--- src/rtl/lapk_pkg.sv ---
// shared types, constants and exp table function for the laplacian kernel block
package lapk_pkg;

  localparam int SUM_WIDTH       = 26;
  localparam int EXP_TABLE_DEPTH = 256;

  localparam int DECAY_W = 16;
  localparam int ELEM_W  = 16;
  localparam int MAG_W   = 16;
  localparam int VAL_W   = 16;
  localparam int IDX_W   = $clog2(EXP_TABLE_DEPTH);
  localparam int KBITS   = 4;
  localparam int LN2_W   = 20;
  localparam int PROD_W  = DECAY_W + SUM_WIDTH;
  // below 16*ln2 the product fits in red_w bits
  localparam int RED_W   = LN2_W + KBITS;
  localparam int K_SHIFT = RED_W + LN2_W;
  localparam int I_SHIFT = 2 * LN2_W;
  localparam int KP_W    = 2 * RED_W + 1;
  localparam int IP_W    = 2 * LN2_W + IDX_W + 1;

  localparam logic [DECAY_W-1:0] DECAY_RESET = DECAY_W'(4096);
  localparam logic [LN2_W-1:0]   LN2_Q20     = LN2_W'(726817);
  localparam logic [31:0]        LN2_Q32     = 32'd2977044472;
  // products at or above 16*ln2 shift the result out entirely
  localparam logic [PROD_W-1:0]  UFLOW_LIM   = PROD_W'(64'(LN2_Q20) * 64'd16);

  // reciprocals of ln2 rounded up, the high product bits give the exact floor quotient
  localparam logic [RED_W:0]       K_RECIP = (RED_W+1)'(
    ((64'd1 << K_SHIFT) + 64'(LN2_Q20) - 64'd1) / 64'(LN2_Q20));
  localparam logic [LN2_W+IDX_W:0] I_RECIP = (LN2_W+IDX_W+1)'(
    ((64'(EXP_TABLE_DEPTH) << I_SHIFT) + 64'(LN2_Q20) - 64'd1) / 64'(LN2_Q20));

  typedef struct packed {
    logic signed [ELEM_W-1:0] first_element;
    logic signed [ELEM_W-1:0] second_element;
    logic                     final_pair;
  } lapk_in_t;

  typedef struct packed {
    logic [VAL_W-1:0] kernel_value;
    logic             sum_saturated;
  } lapk_out_t;

  typedef struct packed {
    logic             acc_en;
    logic             job_load;
    logic             mul_en;
    logic             load_en;
    logic             kstep_en;
    logic             scale_en;
    logic             istep_en;
    logic             out_load;
  } lapk_cmd_t;

  typedef struct packed {
    logic uflow;
  } lapk_stat_t;

  // 2^(-i/depth) in Q1.15 by a truncating Q.32 taylor series, evaluated at elaboration
  function automatic logic [VAL_W-1:0] pow2_entry(input int unsigned i);
    logic [63:0] t;
    logic [63:0] term;
    logic [63:0] acc;
    t    = (64'(i) * 64'(LN2_Q32)) / 64'(EXP_TABLE_DEPTH);
    term = 64'd1 << 32;
    acc  = 64'd1 << 32;
    for (int unsigned n = 1; n <= 24; n++) begin
      term = ((term * t) >> 32) / 64'(n);
      if (n[0]) begin
        acc = acc - term;
      end else begin
        acc = acc + term;
      end
    end
    return VAL_W'((acc + (64'd1 << 16)) >> 17);
  endfunction

endpackage

--- src/rtl/lapk_ctrl.sv ---
// controller for accumulation handoff, exp sequencing and the output register
module lapk_ctrl import lapk_pkg::*; (
  input  logic       clk_i,
  input  logic       rst_ni,
  input  logic       in_valid_i,
  input  logic       in_final_i,
  output logic       in_stall_o,
  output logic       out_valid_o,
  input  logic       out_stall_i,
  input  lapk_stat_t stat_i,
  output lapk_cmd_t  cmd_o
);

  typedef enum logic [2:0] {
    S_IDLE,
    S_MUL,
    S_LOAD,
    S_KDIV,
    S_SCALE,
    S_IDIV,
    S_OUT
  } state_e;

  state_e           state_q, state_d;
  logic             out_valid_q, out_valid_d;
  logic             accept;
  logic             out_free;

  // only a final pair has to wait for the exp sequence
  assign in_stall_o = in_final_i && (state_q != S_IDLE);
  assign accept     = in_valid_i && !in_stall_o;
  assign out_free   = !out_valid_q || !out_stall_i;

  always_comb begin
    state_d     = state_q;
    out_valid_d = out_valid_q && out_stall_i;
    cmd_o       = '0;
    cmd_o.acc_en   = accept;
    cmd_o.job_load = accept && in_final_i;
    case (state_q)
      S_IDLE: begin
        if (accept && in_final_i) begin
          state_d = S_MUL;
        end
      end
      S_MUL: begin
        cmd_o.mul_en = 1'b1;
        state_d      = S_LOAD;
      end
      S_LOAD: begin
        cmd_o.load_en = 1'b1;
        state_d       = stat_i.uflow ? S_OUT : S_KDIV;
      end
      S_KDIV: begin
        cmd_o.kstep_en = 1'b1;
        state_d        = S_SCALE;
      end
      S_SCALE: begin
        cmd_o.scale_en = 1'b1;
        state_d        = S_IDIV;
      end
      S_IDIV: begin
        cmd_o.istep_en = 1'b1;
        state_d        = S_OUT;
      end
      S_OUT: begin
        if (out_free) begin
          cmd_o.out_load = 1'b1;
          out_valid_d    = 1'b1;
          state_d        = S_IDLE;
        end
      end
      default: begin
        state_d = S_IDLE;
      end
    endcase
  end

  always_ff @(posedge clk_i or negedge rst_ni) begin
    if (!rst_ni) begin
      state_q     <= S_IDLE;
      out_valid_q <= 1'b0;
    end else begin
      state_q     <= state_d;
      out_valid_q <= out_valid_d;
    end
  end

  assign out_valid_o = out_valid_q;

endmodule

--- src/rtl/lapk_dp.sv ---
// datapath: l1 accumulator, decay multiply, ln2 range reduction, exp table
module lapk_dp import lapk_pkg::*; (
  input  logic               clk_i,
  input  logic               rst_ni,
  input  logic               cfg_we_i,
  input  logic [DECAY_W-1:0] cfg_wdata_i,
  input  lapk_in_t           in_word_i,
  input  lapk_cmd_t          cmd_i,
  output lapk_stat_t         stat_o,
  output lapk_out_t          out_word_o
);

  logic [DECAY_W-1:0]   decay_q;
  logic [SUM_WIDTH-1:0] acc_q;
  logic                 ovf_q;
  logic [SUM_WIDTH-1:0] job_sum_q;
  logic                 job_ovf_q;
  logic [PROD_W-1:0]    prod_q;
  logic [RED_W-1:0]     red_q;
  logic [LN2_W-1:0]     rem_q;
  logic [KBITS-1:0]     k_q;
  logic [IDX_W-1:0]     idx_q;
  logic                 uflow_q;
  lapk_out_t            out_q;

  logic signed [ELEM_W:0] diff;
  logic [MAG_W-1:0]       mag;
  logic [SUM_WIDTH:0]     sum_ext;
  logic                   sum_ovf;
  logic [SUM_WIDTH-1:0]   sum_sat;
  logic [KP_W-1:0]        kprod;
  logic [RED_W-1:0]       rem_full;
  logic [IP_W-1:0]        iprod;
  logic [VAL_W-1:0]       exp_tbl [EXP_TABLE_DEPTH];
  logic [IDX_W-1:0]       tbl_idx;
  logic [VAL_W-1:0]       entry;
  logic [VAL_W:0]         rnd;
  logic [VAL_W:0]         rounded;
  logic [VAL_W-1:0]       kernel;

  for (genvar g = 0; g < EXP_TABLE_DEPTH; g++) begin : g_tbl
    assign exp_tbl[g] = pow2_entry(g);
  end

  // |a-b| fits 16 bits unsigned
  assign diff    = (ELEM_W+1)'(in_word_i.first_element) - (ELEM_W+1)'(in_word_i.second_element);
  assign mag     = diff[ELEM_W] ? MAG_W'(-diff) : MAG_W'(diff);
  assign sum_ext = {1'b0, acc_q} + (SUM_WIDTH+1)'(mag);
  assign sum_ovf = sum_ext[SUM_WIDTH];
  assign sum_sat = sum_ovf ? '1 : sum_ext[SUM_WIDTH-1:0];

  assign stat_o.uflow = (prod_q >= UFLOW_LIM);

  // multiple of ln2 and table index by reciprocal multiplies, one step per cycle
  assign kprod    = KP_W'(red_q) * KP_W'(K_RECIP);
  assign rem_full = red_q - RED_W'(k_q) * RED_W'(LN2_Q20);
  assign iprod    = IP_W'(rem_q) * IP_W'(I_RECIP);

  assign tbl_idx = (32'(idx_q) > EXP_TABLE_DEPTH - 1) ? IDX_W'(EXP_TABLE_DEPTH - 1) : idx_q;
  assign entry   = exp_tbl[tbl_idx];
  assign rnd     = (k_q == '0) ? '0 : ((VAL_W+1)'(1) << (k_q - 1'b1));
  assign rounded = ({1'b0, entry} + rnd) >> k_q;
  assign kernel  = uflow_q ? '0 : rounded[VAL_W-1:0];

  always_ff @(posedge clk_i or negedge rst_ni) begin
    if (!rst_ni) begin
      decay_q <= DECAY_RESET;
      acc_q   <= '0;
      ovf_q   <= 1'b0;
    end else begin
      if (cfg_we_i) begin
        decay_q <= cfg_wdata_i;
      end
      if (cmd_i.acc_en) begin
        if (in_word_i.final_pair) begin
          acc_q <= '0;
          ovf_q <= 1'b0;
        end else begin
          acc_q <= sum_sat;
          ovf_q <= ovf_q | sum_ovf;
        end
      end
    end
  end

  always_ff @(posedge clk_i) begin
    if (cmd_i.job_load) begin
      job_sum_q <= sum_sat;
      job_ovf_q <= ovf_q | sum_ovf;
    end
    if (cmd_i.mul_en) begin
      prod_q <= PROD_W'(decay_q) * PROD_W'(job_sum_q);
    end
    if (cmd_i.load_en) begin
      red_q   <= prod_q[RED_W-1:0];
      uflow_q <= stat_o.uflow;
    end
    if (cmd_i.kstep_en) begin
      k_q <= kprod[K_SHIFT +: KBITS];
    end
    if (cmd_i.scale_en) begin
      rem_q <= rem_full[LN2_W-1:0];
    end
    if (cmd_i.istep_en) begin
      idx_q <= iprod[I_SHIFT +: IDX_W];
    end
    if (cmd_i.out_load) begin
      out_q.kernel_value  <= kernel;
      out_q.sum_saturated <= job_ovf_q;
    end
  end

  assign out_word_o = out_q;

endmodule

--- src/rtl/laplacian_kernel_l1_exp.sv ---
// Laplacian kernel top level: streams element pairs of two vectors into a saturating
// L1 distance and returns exp(-decay_rate * distance) in Q1.15 once per vector.
// A pair is taken every cycle; only a final pair can stall. After the final pair the
// exp sequence steps through the multiply, a range check, the ln2 multiple, the
// remainder and the table index (both quotients by reciprocal multiplication), then
// table lookup and rounding shift into the output register once that is free; an
// underflowing product skips the ln2 multiple, remainder and index steps. A further
// final pair waits until the sequence is back to idle; a result stays in the output
// register until taken and does not block the accumulator.
module laplacian_kernel_l1_exp import lapk_pkg::*; (
  input  logic               clk_i,
  input  logic               rst_ni,
  input  logic               cfg_we_i,
  input  logic [DECAY_W-1:0] cfg_wdata_i,
  input  logic               in_valid_i,
  output logic               in_stall_o,
  input  lapk_in_t           in_word_i,
  output logic               out_valid_o,
  input  logic               out_stall_i,
  output lapk_out_t          out_word_o
);

  lapk_cmd_t  cmd;
  lapk_stat_t stat;

  lapk_ctrl u_ctrl (
    .clk_i       (clk_i),
    .rst_ni      (rst_ni),
    .in_valid_i  (in_valid_i),
    .in_final_i  (in_word_i.final_pair),
    .in_stall_o  (in_stall_o),
    .out_valid_o (out_valid_o),
    .out_stall_i (out_stall_i),
    .stat_i      (stat),
    .cmd_o       (cmd)
  );

  lapk_dp u_dp (
    .clk_i       (clk_i),
    .rst_ni      (rst_ni),
    .cfg_we_i    (cfg_we_i),
    .cfg_wdata_i (cfg_wdata_i),
    .in_word_i   (in_word_i),
    .cmd_i       (cmd),
    .stat_o      (stat),
    .out_word_o  (out_word_o)
  );

endmodule

--- config.mk ---
export PLATFORM = sky130hd
export DESIGN_NAME = laplacian_kernel_l1_exp
export DESIGN_NICKNAME = d
export VERILOG_FILES = /design/src/rtl/lapk_pkg.sv /design/src/rtl/lapk_ctrl.sv /design/src/rtl/lapk_dp.sv /design/src/rtl/laplacian_kernel_l1_exp.sv
export SDC_FILE = /design/constraint.sdc
export NUM_CORES = 2
export LEC_CHECK = 0
export BUFFER_PORTS_ARGS = -buffer_cell sky130_fd_sc_hd__buf_2
export CORE_MARGIN = 4
export CORE_UTILIZATION = 67
export DETAILED_ROUTE_END_ITERATION = 8
export PLACE_DENSITY = 0.95
export SETUP_SLACK_MARGIN = 0.02
export SKIP_LAST_GASP = 1
export SLEW_MARGIN = 20
export SYNTH_ARGS = -nofsm -noshare
export SYNTH_HDL_FRONTEND = slang
export SYNTH_SLANG_ARGS = --single-unit
--- constraint.sdc ---
create_clock -name clk_i -period 8.3 [get_ports clk_i]
set_input_delay 0.83 -clock clk_i [delete_from_list [all_inputs] [get_ports clk_i]]
set_output_delay 0.83 -clock clk_i [all_outputs]
set_load 0.005 [all_outputs]
==> impl_metrics.py <==
metrics = {
    "setup_path": {
        "critPathMostFrequentCell": "sky130_fd_sc_hd__fa_1",
        "slowest_cp_cell": "sky130_fd_sc_hd__dfrtp_1",
        "crit_start": "u_dp.decay_q[1]",
        "worst_path_largest_cell_delay_ps": 1050,
        "crit_path_start_kind": "register",
        "critPathKind": "reg -> reg",
        "timing.critical_path.fanout_max": 27,
        "cp_data_arrival_time_ps": 7650,
        "worstPathCellList": "nand2_1 > fa_1 > inv_1 > fa_1 > inv_1 > fa_1 > fa_1 > inv_1 > fa_1 > inv_1 > fa_1 > inv_1 > ha_1 > and3_1 > a221o_1 > a221oi_2 > o211ai_2 > a41oi_2 > a211o_2 > o211a_1 > o21bai_1 > xnor2_1",
        "cp_top_delay_family": "adder cells",
        "critical_path_required_time_ps": 8550,
        "regToRegSetupSlack_ps": 900,
        "endpoint_kind": "register",
        "worst_r2r_path_depth": 22,
        "timing.rr.end": "u_dp.prod_q[41]",
        "critPathBufInv": 5,
        "regToRegStartpoint": "u_dp.decay_q[1]",
    },
    "logic_synthesis": {
        "syn_avg_cell_area_um2": 9.24,
        "synthesis.nets": 6547,
        "count_of_flip_flops_with_a_built_in_enable_after_synthesis": 143,
        "synth_largest_area_cell": "sky130_fd_sc_hd__fa_1",
        "synthFlopType": "sky130_fd_sc_hd__edfxtp_1",
        "synthCells": 5028,
        "netlist_top_cells_area": "sky130_fd_sc_hd__fa_1 (31%), sky130_fd_sc_hd__ha_1 (20%), sky130_fd_sc_hd__edfxtp_1 (9.2%), sky130_fd_sc_hd__inv_1 (8.8%), sky130_fd_sc_hd__nand2_1 (3.9%)",
        "synthesis.yosys.warnings": 0,
        "synth.lib_cells_used.distinct": 95,
        "yosys-top-cells-count": "sky130_fd_sc_hd__inv_1 (1091), sky130_fd_sc_hd__ha_1 (738), sky130_fd_sc_hd__fa_1 (727), sky130_fd_sc_hd__nand2_1 (478), sky130_fd_sc_hd__a21oi_1 (242)",
        "postSynthRegisterBits": 190,
        "synth-async-reset-ratio": 0.247,
        "synth_most_common_cell": "sky130_fd_sc_hd__inv_1",
        "synth_largest_type_area_fraction": 0.313,
        "combined_area_of_all_synthesized_cells_um2": 46500,
        "yosysSeqAreaShare": 0.118,
    },
    "clock_network": {
        "h_tree_level_count": 4,
        "cts_root_buf": "sky130_fd_sc_hd__clkbuf_16",
        "cts-resized-gates": 0,
        "clk_pin_slew_worst_paths_ps": 90,
        "postCtsHoldBufs": 0,
        "cts_inserted_buffers": 17,
        "skew_pair_late_insertion_delay_ps": 510,
        "cts_num_sinks": 190,
        "cts_buffer_depth": 2,
        "cts_setup_buffers": 0,
        "tritoncts": "built",
    },
    "finish": {
        "fraction_of_final_layout_cells_with_drive_strength_greater_than_1": 0.0435,
        "areaGrowthSynthToFinish_pct": 3.94,
        "layout.filler_cells": 4893,
        "final_net_count": 6500,
    },
    "floorplan": {
        "floorplan.die.height_um": 271,
        "die_area_um2": 73600,
        "design.core.area_um2": 68700,
        "rows": 96,
        "start_util": 0.676,
        "boundaryPins": 73,
        "die_w_um": 271,
    },
    "drt": {
        "antenna_violating_nets_post_route": 0,
        "vias": 37194,
        "drt_iter0_drc": 3707,
        "drc": 0,
        "firstDrtPassIters": 9,
        "avgViaCountPerCell": 6.28,
        "drt-wirelength-per-cell_um": 21.5,
        "wl_mm": 128,
    },
    "global_route": {
        "globalRouteTotalUtil": 0.352,
        "grt_first_pass_wirelength_mm": 206,
        "grt_pass1_vias": 40008,
        "grt.overflow.total": 0,
        "grt_antenna_before_repair": 0,
        "largest_net_degree_at_the_start_of_global_routing": 83,
    },
    "timing": {
        "crit_share_post_route": 0.892,
        "worstMarginPinSlew_ps": 1180,
        "fin_worst_skew_ps": 21.6,
        "totalNegativeSetupSlack_ps": 0,
        "slew_headroom": 0.213,
        "max_clock_freq_mhz": 135,
        "min_period_ps": 7400,
        "slew_viol_final": 0,
        "report.final.setup_viol": 0,
        "setup_repair_after_global_routing_missed_its_margin": "no",
        "timing.final.hold_violations": 0,
    },
    "run_status": {
        "run_status": "finished clean",
    },
    "place": {
        "numPortBuffers": 72,
        "dp_hpwl_mm": 103,
        "placer_congestion": 1.00,
    },
    "min_path": {
        "min_path_type": "in -> async",
    },
    "job": {
        "maxCapViolations": 0,
    },
}
-- layout make-up --
cell class | count | area (um^2) | area share
inverters | 1094 | 4110 | 0.0851
flip-flops and latches | 190 | 5470 | 0.113
multi-input cells | 3567 | 36200 | 0.750
repair buffers | 111 | 681 | 0.0141
clock buffers | 17 | 425 | 0.00881
well taps | 931 | 1160 | 0.0241
clock inverters | 15 | 226 | 0.00469
diodes | 1 | 2.50 | 0.0000518
-- state kept, by name (all words and copies together) (netlist names) --
signal	cells
u_dp.prod_q	42
u_dp.acc_q	26
u_dp.idx_q	8
u_ctrl.state_q	3
u_dp.ovf_q	1
u_dp.decay_q	16
u_dp.job_sum_q	26
u_dp.k_q	4
u_dp.uflow_q	1
u_dp.red_q	24
u_dp.rem_q	20
u_ctrl.out_valid_o	1
u_dp.job_ovf_q	1
u_dp.out_word_o	17
-- metrics by stage --
stage	instances	setup WS [ps]	hold WS (ps)	area, um^2	utilization
2_1_floorplan	5028	1850	400	46500	-
3_3_place_gp	5892	1210	401	47600	0.693
3_5_place_dp	5892	1060	427	47600	0.693
4_1_cts	5924	960	445	48300	0.702
5_1_grt	5925	572	361	48300	0.703
6_report	5926	900	338	48300	0.703
-- cell usage in the layout, fill, tap and decap left out, types with 35 or more instances in the layout --
| cell type | instances |
|---|---|
| sky130_fd_sc_hd__fa_1 | 727 |
| sky130_fd_sc_hd__edfxtp_1 | 143 |
| sky130_fd_sc_hd__a31oi_1 | 35 |
| sky130_fd_sc_hd__buf_4 | 38 |
| sky130_fd_sc_hd__o21ai_0 | 128 |
| sky130_fd_sc_hd__nand3_1 | 57 |
| sky130_fd_sc_hd__nand2_1 | 478 |
| sky130_fd_sc_hd__a211oi_1 | 38 |
| sky130_fd_sc_hd__a21o_1 | 90 |
| sky130_fd_sc_hd__nor3_1 | 64 |
| sky130_fd_sc_hd__dfrtp_1 | 46 |
| sky130_fd_sc_hd__and2_1 | 155 |
| sky130_fd_sc_hd__xnor2_1 | 108 |
| sky130_fd_sc_hd__nor2_1 | 195 |
| sky130_fd_sc_hd__buf_2 | 71 |
| sky130_fd_sc_hd__ha_1 | 738 |
| sky130_fd_sc_hd__inv_1 | 1091 |
| sky130_fd_sc_hd__o211ai_1 | 38 |
| sky130_fd_sc_hd__a21oi_1 | 242 |
| sky130_fd_sc_hd__xor2_1 | 41 |
-- metal layers --
metal | up-vias | track usage | part of all wire
met5 | - | 0 | 0
met4 | 0 | 0.201 | 0.070
met3 | 653 | 0.0619 | 0.087
met2 | 2226 | 0.608 | 0.49
met1 | 18129 | 0.416 | 0.36
li1 | 16186 | - | -
-- worst max path at each step --
stage / to / slack, ps / cells past startpoint
2_1_floorplan: u_dp.prod_q[41] / 1850 / 24
3_5_place_dp: u_dp.prod_q[41] / 1060 / 22
6_report: u_dp.prod_q[41] / 900 / 22
3_3_place_gp: u_dp.idx_q[7] / 1210 / 20
4_1_cts: u_dp.prod_q[41] / 960 / 22
5_1_grt: u_dp.prod_q[40] / 570 / 22
-- kinds of logic (layout without fill, tap and decap cells) --
family                   after synthesis  after routing  share of synthesized area
buffers and inverters               1271           1237                      0.103
other                                  0              1                          0
XOR/XNOR                             149            149                     0.0281
flip-flops                           190            190                      0.118
AO/OA/AOI/OAI                        799            799                      0.113
multiplexers                          57             57                     0.0155
adder cells (fa/ha/maj)             1465           1465                      0.512
AND/OR/NAND/NOR                     1097           1097                      0.110
Power is not shown: default switching activity piles up to over one toggle a cycle in this logic, so the estimate is an artifact.
